--- config.mk ---
export PLATFORM = sky130hd
export DESIGN_NAME = scalar_kalman_range_filter
export DESIGN_NICKNAME = d
export VERILOG_FILES = /design/src/sv/skf_pkg.sv /design/src/sv/skf_regs.sv /design/src/sv/skf_div.sv /design/src/sv/scalar_kalman_range_filter.sv
export SDC_FILE = /design/constraint.sdc
export NUM_CORES = 2
export LEC_CHECK = 0
export BUFFER_PORTS_ARGS = -buffer_cell sky130_fd_sc_hd__clkbuf_2
export CAP_MARGIN = 30
export CORE_ASPECT_RATIO = 1.4
export CORE_MARGIN = 2
export CORE_UTILIZATION = 51
export CTS_BUF_LIST = sky130_fd_sc_hd__clkbuf_4 sky130_fd_sc_hd__clkbuf_8 sky130_fd_sc_hd__clkbuf_16
export DETAILED_ROUTE_END_ITERATION = 10
export PLACE_DENSITY = 0.69
export SLEW_MARGIN = 30
export SYNTH_ARGS = -nofsm -noshare
export SYNTH_HDL_FRONTEND = slang
export SYNTH_SLANG_ARGS = --single-unit
--- constraint.sdc ---
create_clock -name clk -period 8.8 [get_ports clk]
set_input_delay 2.2 -clock clk [delete_from_list [all_inputs] [get_ports clk]]
set_output_delay 2.2 -clock clk [all_outputs]
set_load 0.01 [all_outputs]
--- src/sv/skf_pkg.sv ---
// shared types and constants for the scalar range kalman filter
// no dependencies; imported by skf_regs, skf_div and the top level
package skf_pkg;

  localparam int MEAS_W      = 16;
  localparam int EST_W       = 24;
  localparam int COV_W       = 32;
  localparam int NOISE_W     = 16;
  localparam int GAIN_OUT_W  = 16;
  localparam int NOISE_SHIFT = 8;
  localparam int RESET_MM    = 100;
  localparam int APB_AW      = 3;
  localparam int APB_DW      = 32;

  localparam logic [NOISE_W-1:0] PNOISE_RESET = 16'd512;
  localparam logic [NOISE_W-1:0] MNOISE_RESET = 16'd1024;

  // register select bit of paddr
  localparam logic REG_PNOISE = 1'b0;
  localparam logic REG_MNOISE = 1'b1;

  localparam logic OP_STEP = 1'b0;
  localparam logic OP_SEED = 1'b1;

  typedef struct packed {
    logic              op;
    logic [MEAS_W-1:0] measurement;
  } skf_in_t;

  typedef struct packed {
    logic [EST_W-1:0]      estimate;
    logic [GAIN_OUT_W-1:0] gain;
  } skf_out_t;

  typedef struct packed {
    logic [NOISE_W-1:0] process_noise;
    logic [NOISE_W-1:0] measure_noise;
  } skf_cfg_t;

endpackage

--- src/sv/skf_regs.sv ---
// apb register file holding the process and measurement noise settings
// depends on skf_pkg
module skf_regs
  import skf_pkg::*;
(
  input  logic              clk,
  input  logic              rst,
  input  logic              psel,
  input  logic              penable,
  input  logic              pwrite,
  input  logic [APB_AW-1:0] paddr,
  input  logic [APB_DW-1:0] pwdata,
  output logic [APB_DW-1:0] prdata,
  output logic              pready,
  output skf_cfg_t          cfg
);

  logic wr_en;

  assign pready = 1'b1;
  assign wr_en  = psel && penable && pwrite && pready;

  // byte lane bits paddr[1:0] do not take part in the decode
  always_ff @(posedge clk) begin
    if (rst) begin
      cfg.process_noise <= PNOISE_RESET;
      cfg.measure_noise <= MNOISE_RESET;
    end else if (wr_en) begin
      case (paddr[2])
        REG_PNOISE: cfg.process_noise <= pwdata[NOISE_W-1:0];
        REG_MNOISE: cfg.measure_noise <= pwdata[NOISE_W-1:0];
        default: ;
      endcase
    end
  end

  always_comb begin
    case (paddr[2])
      REG_PNOISE: prdata = APB_DW'(cfg.process_noise);
      REG_MNOISE: prdata = APB_DW'(cfg.measure_noise);
      default:    prdata = '0;
    endcase
  end

endmodule

--- src/sv/skf_div.sv ---
// restoring divider, one quotient bit per cycle, for the kalman gain
// expects num < den; depends on skf_pkg
module skf_div
  import skf_pkg::*;
#(
  parameter int GAIN_BITS = 16
) (
  input  logic                 clk,
  input  logic                 rst,
  input  logic                 start,
  input  logic [COV_W-1:0]     num,
  input  logic [COV_W:0]       den,
  output logic                 done,
  output logic [GAIN_BITS-1:0] quot
);

  localparam int CNT_W = $clog2(GAIN_BITS + 1);

  logic             busy;
  logic [CNT_W-1:0] cnt;
  logic [COV_W:0]   rem;
  logic [COV_W:0]   dvs;
  logic [COV_W+1:0] shifted;
  logic [COV_W+1:0] diff;
  logic             ge;

  assign shifted = {rem, 1'b0};
  assign diff    = shifted - {1'b0, dvs};
  assign ge      = shifted >= {1'b0, dvs};

  always_ff @(posedge clk) begin
    if (rst) begin
      busy <= 1'b0;
      done <= 1'b0;
      cnt  <= '0;
    end else begin
      done <= 1'b0;
      if (start) begin
        busy <= 1'b1;
        cnt  <= CNT_W'(GAIN_BITS);
      end else if (busy) begin
        cnt <= cnt - CNT_W'(1);
        if (cnt == CNT_W'(1)) begin
          busy <= 1'b0;
          done <= 1'b1;
        end
      end
    end
  end

  always_ff @(posedge clk) begin
    if (start) begin
      rem  <= {1'b0, num};
      dvs  <= den;
      quot <= '0;
    end else if (busy) begin
      rem  <= ge ? diff[COV_W:0] : shifted[COV_W:0];
      quot <= {quot[GAIN_BITS-2:0], ge};
    end
  end

endmodule

--- src/sv/scalar_kalman_range_filter.sv ---
// channel  | dir | handshake                | payload
// meas     | in  | meas_valid / meas_stall   | skf_in_t  (op, measurement)
// result   | out | result_valid / result_stall | skf_out_t (estimate, gain)
// cfg      | in  | apb psel / penable / pready | process_noise, measure_noise
//
// acceptance to next acceptance: a seed goes through ST_DONE only, a filter step through
// ST_PRED, ST_DEN, the bit-serial gain divider (ST_DIV) and the shared multiplier used
// twice (ST_MUL_EST, ST_MUL_COV), then ST_DONE; the result is valid once meas_stall falls
// with zero measurement noise the divider is skipped and ST_DEN goes straight to the multiplier
// meas_stall is high from acceptance until the result is loaded into the output register
// a full output register held by result_stall delays that load and the next acceptance
// synchronous active-high rst sets estimate to 100 mm, covariance to zero, noises to defaults
// depends on skf_pkg, skf_regs, skf_div
module scalar_kalman_range_filter
  import skf_pkg::*;
#(
  parameter int EST_FRAC_BITS = 8,
  parameter int GAIN_BITS     = 16
) (
  input  logic              clk,
  input  logic              rst,
  input  logic              meas_valid,
  output logic              meas_stall,
  input  skf_in_t           meas,
  output logic              result_valid,
  input  logic              result_stall,
  output skf_out_t          result,
  input  logic              psel,
  input  logic              penable,
  input  logic              pwrite,
  input  logic [APB_AW-1:0] paddr,
  input  logic [APB_DW-1:0] pwdata,
  output logic [APB_DW-1:0] prdata,
  output logic              pready
);

  localparam int ONE_W  = GAIN_BITS + 1;
  localparam int PROD_W = ONE_W + COV_W;
  localparam logic [EST_W-1:0] EST_RESET = EST_W'(RESET_MM << EST_FRAC_BITS);
  localparam logic [ONE_W-1:0] GAIN_ONE  = ONE_W'(1) << GAIN_BITS;

  typedef enum logic [6:0] {
    ST_IDLE    = 7'b0000001,
    ST_PRED    = 7'b0000010,
    ST_DEN     = 7'b0000100,
    ST_DIV     = 7'b0001000,
    ST_MUL_EST = 7'b0010000,
    ST_MUL_COV = 7'b0100000,
    ST_DONE    = 7'b1000000
  } state_t;

  function automatic logic [EST_W-1:0] meas_to_est(input logic [MEAS_W-1:0] m);
    logic [31:0] w;
    w = 32'(m) << EST_FRAC_BITS;
    return (|w[31:EST_W]) ? {EST_W{1'b1}} : w[EST_W-1:0];
  endfunction

  state_t               state;
  skf_cfg_t             cfg;
  logic [EST_W-1:0]     estimate_reg;
  logic [COV_W-1:0]     covariance_reg;
  logic                 is_seed;
  logic [EST_W-1:0]     z;
  logic [EST_W-1:0]     mag;
  logic                 up;
  logic [COV_W-1:0]     pmid;
  logic [GAIN_BITS-1:0] g;
  logic [PROD_W-1:0]    prod;
  logic [EST_W-1:0]     res_est;
  logic [GAIN_OUT_W-1:0] res_gain;
  logic [COV_W:0]       pred_sum;
  logic [COV_W:0]       den;
  logic                 div_start;
  logic                 div_done;
  logic [GAIN_BITS-1:0] div_quot;
  logic [ONE_W-1:0]     mul_a;
  logic [COV_W-1:0]     mul_b;
  logic [EST_W-1:0]     corr;
  logic [31:0]          g_wide;
  logic                 meas_acc;
  logic                 out_free;

  skf_regs u_regs (
    .clk     (clk),
    .rst     (rst),
    .psel    (psel),
    .penable (penable),
    .pwrite  (pwrite),
    .paddr   (paddr),
    .pwdata  (pwdata),
    .prdata  (prdata),
    .pready  (pready),
    .cfg     (cfg)
  );

  skf_div #(
    .GAIN_BITS (GAIN_BITS)
  ) u_div (
    .clk   (clk),
    .rst   (rst),
    .start (div_start),
    .num   (pmid),
    .den   (den),
    .done  (div_done),
    .quot  (div_quot)
  );

  assign meas_stall = (state != ST_IDLE);
  assign meas_acc   = meas_valid && !meas_stall;
  assign out_free   = !result_valid || !result_stall;

  assign pred_sum  = {1'b0, covariance_reg} + ((COV_W+1)'(cfg.process_noise) << NOISE_SHIFT);
  assign den       = {1'b0, pmid} + ((COV_W+1)'(cfg.measure_noise) << NOISE_SHIFT);
  // with zero measurement noise the gain is handled without the divider
  assign div_start = (state == ST_DEN) && (cfg.measure_noise != '0);

  // shared multiplier: correction first, then covariance shrink
  always_comb begin
    if (state == ST_MUL_EST) begin
      mul_a = ONE_W'(g);
      mul_b = COV_W'(mag);
    end else begin
      mul_a = GAIN_ONE - ONE_W'(g);
      mul_b = pmid;
    end
  end

  assign corr   = prod[GAIN_BITS +: EST_W];
  assign g_wide = 32'(g);

  always_ff @(posedge clk) begin
    if (rst) begin
      state          <= ST_IDLE;
      result_valid   <= 1'b0;
      estimate_reg   <= EST_RESET;
      covariance_reg <= '0;
    end else begin
      // a commit in the same cycle reloads the output register instead
      if (result_valid && !result_stall && state != ST_DONE) begin
        result_valid <= 1'b0;
      end
      case (state)
        ST_IDLE: begin
          if (meas_acc) begin
            state <= (meas.op == OP_SEED) ? ST_DONE : ST_PRED;
          end
        end
        ST_PRED:    state <= ST_DEN;
        ST_DEN:     state <= div_start ? ST_DIV : ST_MUL_EST;
        ST_DIV: begin
          if (div_done) begin
            state <= ST_MUL_EST;
          end
        end
        ST_MUL_EST: state <= ST_MUL_COV;
        ST_MUL_COV: state <= ST_DONE;
        ST_DONE: begin
          if (out_free) begin
            result_valid <= 1'b1;
            estimate_reg <= res_est;
            if (!is_seed) begin
              covariance_reg <= prod[GAIN_BITS +: COV_W];
            end
            state <= ST_IDLE;
          end
        end
        default: state <= ST_IDLE;
      endcase
    end
  end

  always_ff @(posedge clk) begin
    case (state)
      ST_IDLE: begin
        if (meas_acc) begin
          is_seed  <= (meas.op == OP_SEED);
          z        <= meas_to_est(meas.measurement);
          res_est  <= meas_to_est(meas.measurement);
          res_gain <= '0;
        end
      end
      ST_PRED: begin
        pmid <= pred_sum[COV_W] ? {COV_W{1'b1}} : pred_sum[COV_W-1:0];
        up   <= (z >= estimate_reg);
        mag  <= (z >= estimate_reg) ? z - estimate_reg : estimate_reg - z;
      end
      ST_DEN: begin
        if (!div_start) begin
          g <= (pmid != '0) ? {GAIN_BITS{1'b1}} : '0;
        end
      end
      ST_DIV: begin
        if (div_done) begin
          g <= div_quot;
        end
      end
      ST_MUL_EST: begin
        prod <= mul_a * PROD_W'(mul_b);
      end
      ST_MUL_COV: begin
        res_est  <= up ? estimate_reg + corr : estimate_reg - corr;
        res_gain <= (|g_wide[31:GAIN_OUT_W]) ? {GAIN_OUT_W{1'b1}} : g_wide[GAIN_OUT_W-1:0];
        prod     <= mul_a * PROD_W'(mul_b);
      end
      ST_DONE: begin
        if (out_free) begin
          result.estimate <= res_est;
          result.gain     <= res_gain;
        end
      end
      default: ;
    endcase
  end

  a_accept_leaves_idle: assert property (@(posedge clk) disable iff (rst)
    meas_acc |=> state != ST_IDLE)
    else $error("accepted transaction did not start the sequencer");

  a_div_done_in_div: assert property (@(posedge clk) disable iff (rst)
    div_done |-> state == ST_DIV)
    else $error("divider finished outside the divide phase");

  a_cov_only_in_done: assert property (@(posedge clk) disable iff (rst)
    state != ST_DONE |=> $stable(covariance_reg))
    else $error("covariance changed outside the commit phase");

  a_result_from_done: assert property (@(posedge clk) disable iff (rst)
    $rose(result_valid) |-> $past(state) == ST_DONE)
    else $error("result raised without a commit");

endmodule

==> flow_summary.json <==
{
  "clock_latency_ns": 0.60,
  "power.density_nw_per_um2": 141,
  "period_minus_slack_ns": 8.50,
  "path_buf_inv": 5,
  "fp.coreArea_um2": 72800,
  "worst_ep_arrival_time_ns": 8.82,
  "num_rows": 117,
  "cp_common_cell": "fa_1",
  "slew_viol_final": 0,
  "dr.pass1.iters": 5,
  "syn_inst": 4133,
  "cts_buffers": 42,
  "r2r_start": "state[5]$_SDFFE_PP0P_",
  "rsz0062_at_grt": "no",
  "maxCapViolCount": 0,
  "root_buffer": "clkbuf_16",
  "grt_overflow_total": 0,
  "cpPeakStageDelay_ns": 0.58,
  "crit_type": "flip-flop to flip-flop",
  "synth_edf_count": 267,
  "crit_slowest_cell": "or4_1",
  "tightestPinTransition_ns": 1.00,
  "status": "finished, final reports clean",
  "gp_congestion": 0.988,
  "drtAntennaViolNets": 0,
  "ys_warn_count": 0,
  "area_growth_pct": 10.3,
  "dieArea_um2": 75900,
  "cts-htree-levels": 2,
  "finalSetupViolCount": 0,
  "final_nets": 5015,
  "cp_max_fo": 38,
  "finalWirelength_mm": 106,
  "synth_seq_area_share_pct": 27.7,
  "final_common_cell": "nand2_1",
  "cts_resized": 0,
  "reg.largest.list": "result: 40 flops, u_div.dvs: 33 flops, u_div.rem: 33 flops",
  "clk_path_buf_depth": 3,
  "startpoint_type": "flip-flop",
  "dpl.hpwl_mm": 83.5,
  "tns_ns": 0,
  "synthFlopType": "edfxtp_1",
  "portBuffers": 98,
  "skew_ns": 0.0387,
  "final_area_um2": 41400,
  "synth.distinct_cells": 84,
  "top_register": "result",
  "required_ns": 9.12,
  "cp_top_family": "adder cells",
  "synth_area_um2": 37600,
  "cts_tree": "done",
  "yosys_register_bits": 387,
  "min_from": "res_gain[7]$_SDFFCE_PN0P_",
  "timing.final.crit_share_pct": 96.6,
  "grt_pass1_wl_mm": 165,
  "start_util_pct": 51.6,
  "largest_register_ffs": 40,
  "cts_hold_buf": 0,
  "postCtsSetupRepairBufs": 0,
  "holdCritPathClass": "flip-flop to flip-flop",
  "gr-usage-all-layers_pct": 28.4,
  "hold_viol": 0,
  "clock.fmax_mhz": 118,
  "viasPerCell": 5.61,
  "die_h_um": 325,
  "worstSetupStartpoint": "state[5]$_SDFFE_PP0P_",
  "worstSetupEndpointType": "flip-flop",
  "fin_hold_ws_ns": 0.419,
  "ys_async_sr_fraction_pct": 0,
  "die_w_um": 233,
  "leakage_uw": 0.0194,
  "peakVddDrop_mv": 0.157,
  "wl_per_cell_um": 20.1,
  "drtIter0Drc": 2138,
  "layout_common_cells": "773 x nand2_1, 648 x inv_1, 451 x fa_1",
  "grt_start_max_net_pins": 84,
  "clk_pin_slew_ns": 0.06,
  "first_global_vias": 29965,
  "slew_headroom_pct": 33.1,
  "io_pins": 134,
  "drive_gt1_share_pct": 9.42,
  "antenna_found_initial": 0,
  "vias": 29471,
  "dpl_cell_area_um2": 39900,
  "clock_sinks": 387,
  "drc": 0,
  "finalPower_uw": 5840,
  "postSynthAreaPerCell_um2": 9.09
}
final timing paths:
kind | endpoint | slack, ns | cells past startpoint
worst max-delay path | prod[43]$_DFFE_PP_ | 0.30 | 26
worst max register to register | prod[43]$_DFFE_PP_ | 0.30 | 26
worst min register to register | result[7]$_DFFE_PP_ | 0.42 | 0
worst min-delay path | result[7]$_DFFE_PP_ | 0.42 | 0
logic make-up after synthesis:
group,Yosys count,share of synthesized area (%)
xor gates and xnor gates,185,4.31
AOI/OAI and AO/OA,580,9.71
and+or+nand+nor,1397,15.9
other,2,0.0200
muxes,59,1.63
DFF,387,27.7
buffers and inverters,832,8.63
adders and majority gates,691,32.0
cell usage after synthesis (6+ instances only):
| library cell | number | area, um2 |
|---|---|---|
| nand3b_1 | 10 | 75.1 |
| fa_1 | 451 | 9030 |
| nand3_1 | 49 | 245 |
| o21ai_1 | 6 | 30.0 |
| nor2_1 | 314 | 1180 |
| and2_1 | 49 | 307 |
| buf_1 | 7 | 26.3 |
| nor3_1 | 44 | 220 |
| or3_1 | 10 | 62.6 |
| mux2i_1 | 41 | 410 |
| nor4_1 | 22 | 138 |
| nor3b_1 | 8 | 60.1 |
| clkbuf_1 | 120 | 450 |
| o41ai_1 | 7 | 61.3 |
| mux2_2 | 18 | 203 |
| nand2b_1 | 29 | 181 |
| xor2_1 | 84 | 736 |
| a21o_1 | 59 | 443 |
| o31ai_1 | 6 | 45.0 |
| o21ai_0 | 90 | 450 |
| nand2_1 | 777 | 2920 |
| and3_1 | 20 | 125 |
| and4_1 | 7 | 61.3 |
| a221o_1 | 6 | 60.1 |
| a31oi_1 | 50 | 313 |
| a211oi_1 | 17 | 128 |
| xnor2_1 | 101 | 885 |
| edfxtp_1 | 267 | 8020 |
| inv_1 | 649 | 2440 |
| buf_4 | 18 | 135 |
| nand4_1 | 19 | 119 |
| o21a_1 | 20 | 150 |
| o21bai_1 | 12 | 90.1 |
| a21oi_1 | 224 | 1120 |
| buf_2 | 35 | 175 |
| dfxtp_1 | 120 | 2400 |
| nor2b_1 | 20 | 125 |
| ha_1 | 240 | 3000 |
| a31o_2 | 19 | 166 |
| o211ai_1 | 6 | 45.0 |
| a21boi_0 | 6 | 45.0 |
report_power, final:
part / internal [uW] / switching (uW)
registers: 2070 / 39.0
clock network: 1080 / 768
logic: 761 / 1130
total: 3910 / 1930
stage by stage:
stage	cells	utilization [%]	setup slack (ns)
2_1_floorplan	4148	-	0.872
3_3_place_gp	5172	54.8	0.125
3_5_place_dp	5173	54.9	0.116
4_1_cts	5250	56.9	0.0374
5_1_grt	5250	56.9	0.00791
6_report	5251	56.9	0.298
metal layers:
layer	vias to the layer above	routed length (um)	track usage [%]
met3	349	6920	4.40
met4	0	7200	16.1
li1	13545	-	-
met5	-	0	0
met2	1115	52300	49.1
met1	14462	39300	33.3
worst register-to-register path, stage by stage, from the launching register on:
cell       delay, ns
dfxtp_1         0.36
or4_1           0.58
nor4b_2         0.37
buf_12          0.28
nor2_1          0.15
xor2_2          0.39
nand2_1         0.18
fa_1            0.54
fa_1            0.46
fa_1            0.50
fa_1            0.51
inv_1           0.06
fa_1            0.53
inv_1           0.06
fa_1            0.53
inv_1           0.04
ha_1            0.29
a2111oi_0       0.39
o21ai_0         0.15
a22o_1          0.30
o211ai_1        0.35
a21boi_1        0.24
buf_4           0.20
o21a_1          0.21
a211o_1         0.30
a21oi_1         0.19
xnor2_1         0.08
final cells by class:
type	instances	area (um2)
Antenna cell	1	2.50
Clock buffer	64	1290
Clock inverter	13	184
Fill cell	6407	31300
Inverter	651	2440
Multi-Input combinational cell	2929	24100
Sequential cell	387	10400
Tap cell	952	1190
Timing Repair Buffer	254	1780
Note: power is estimated with default switching activity, not from simulation.
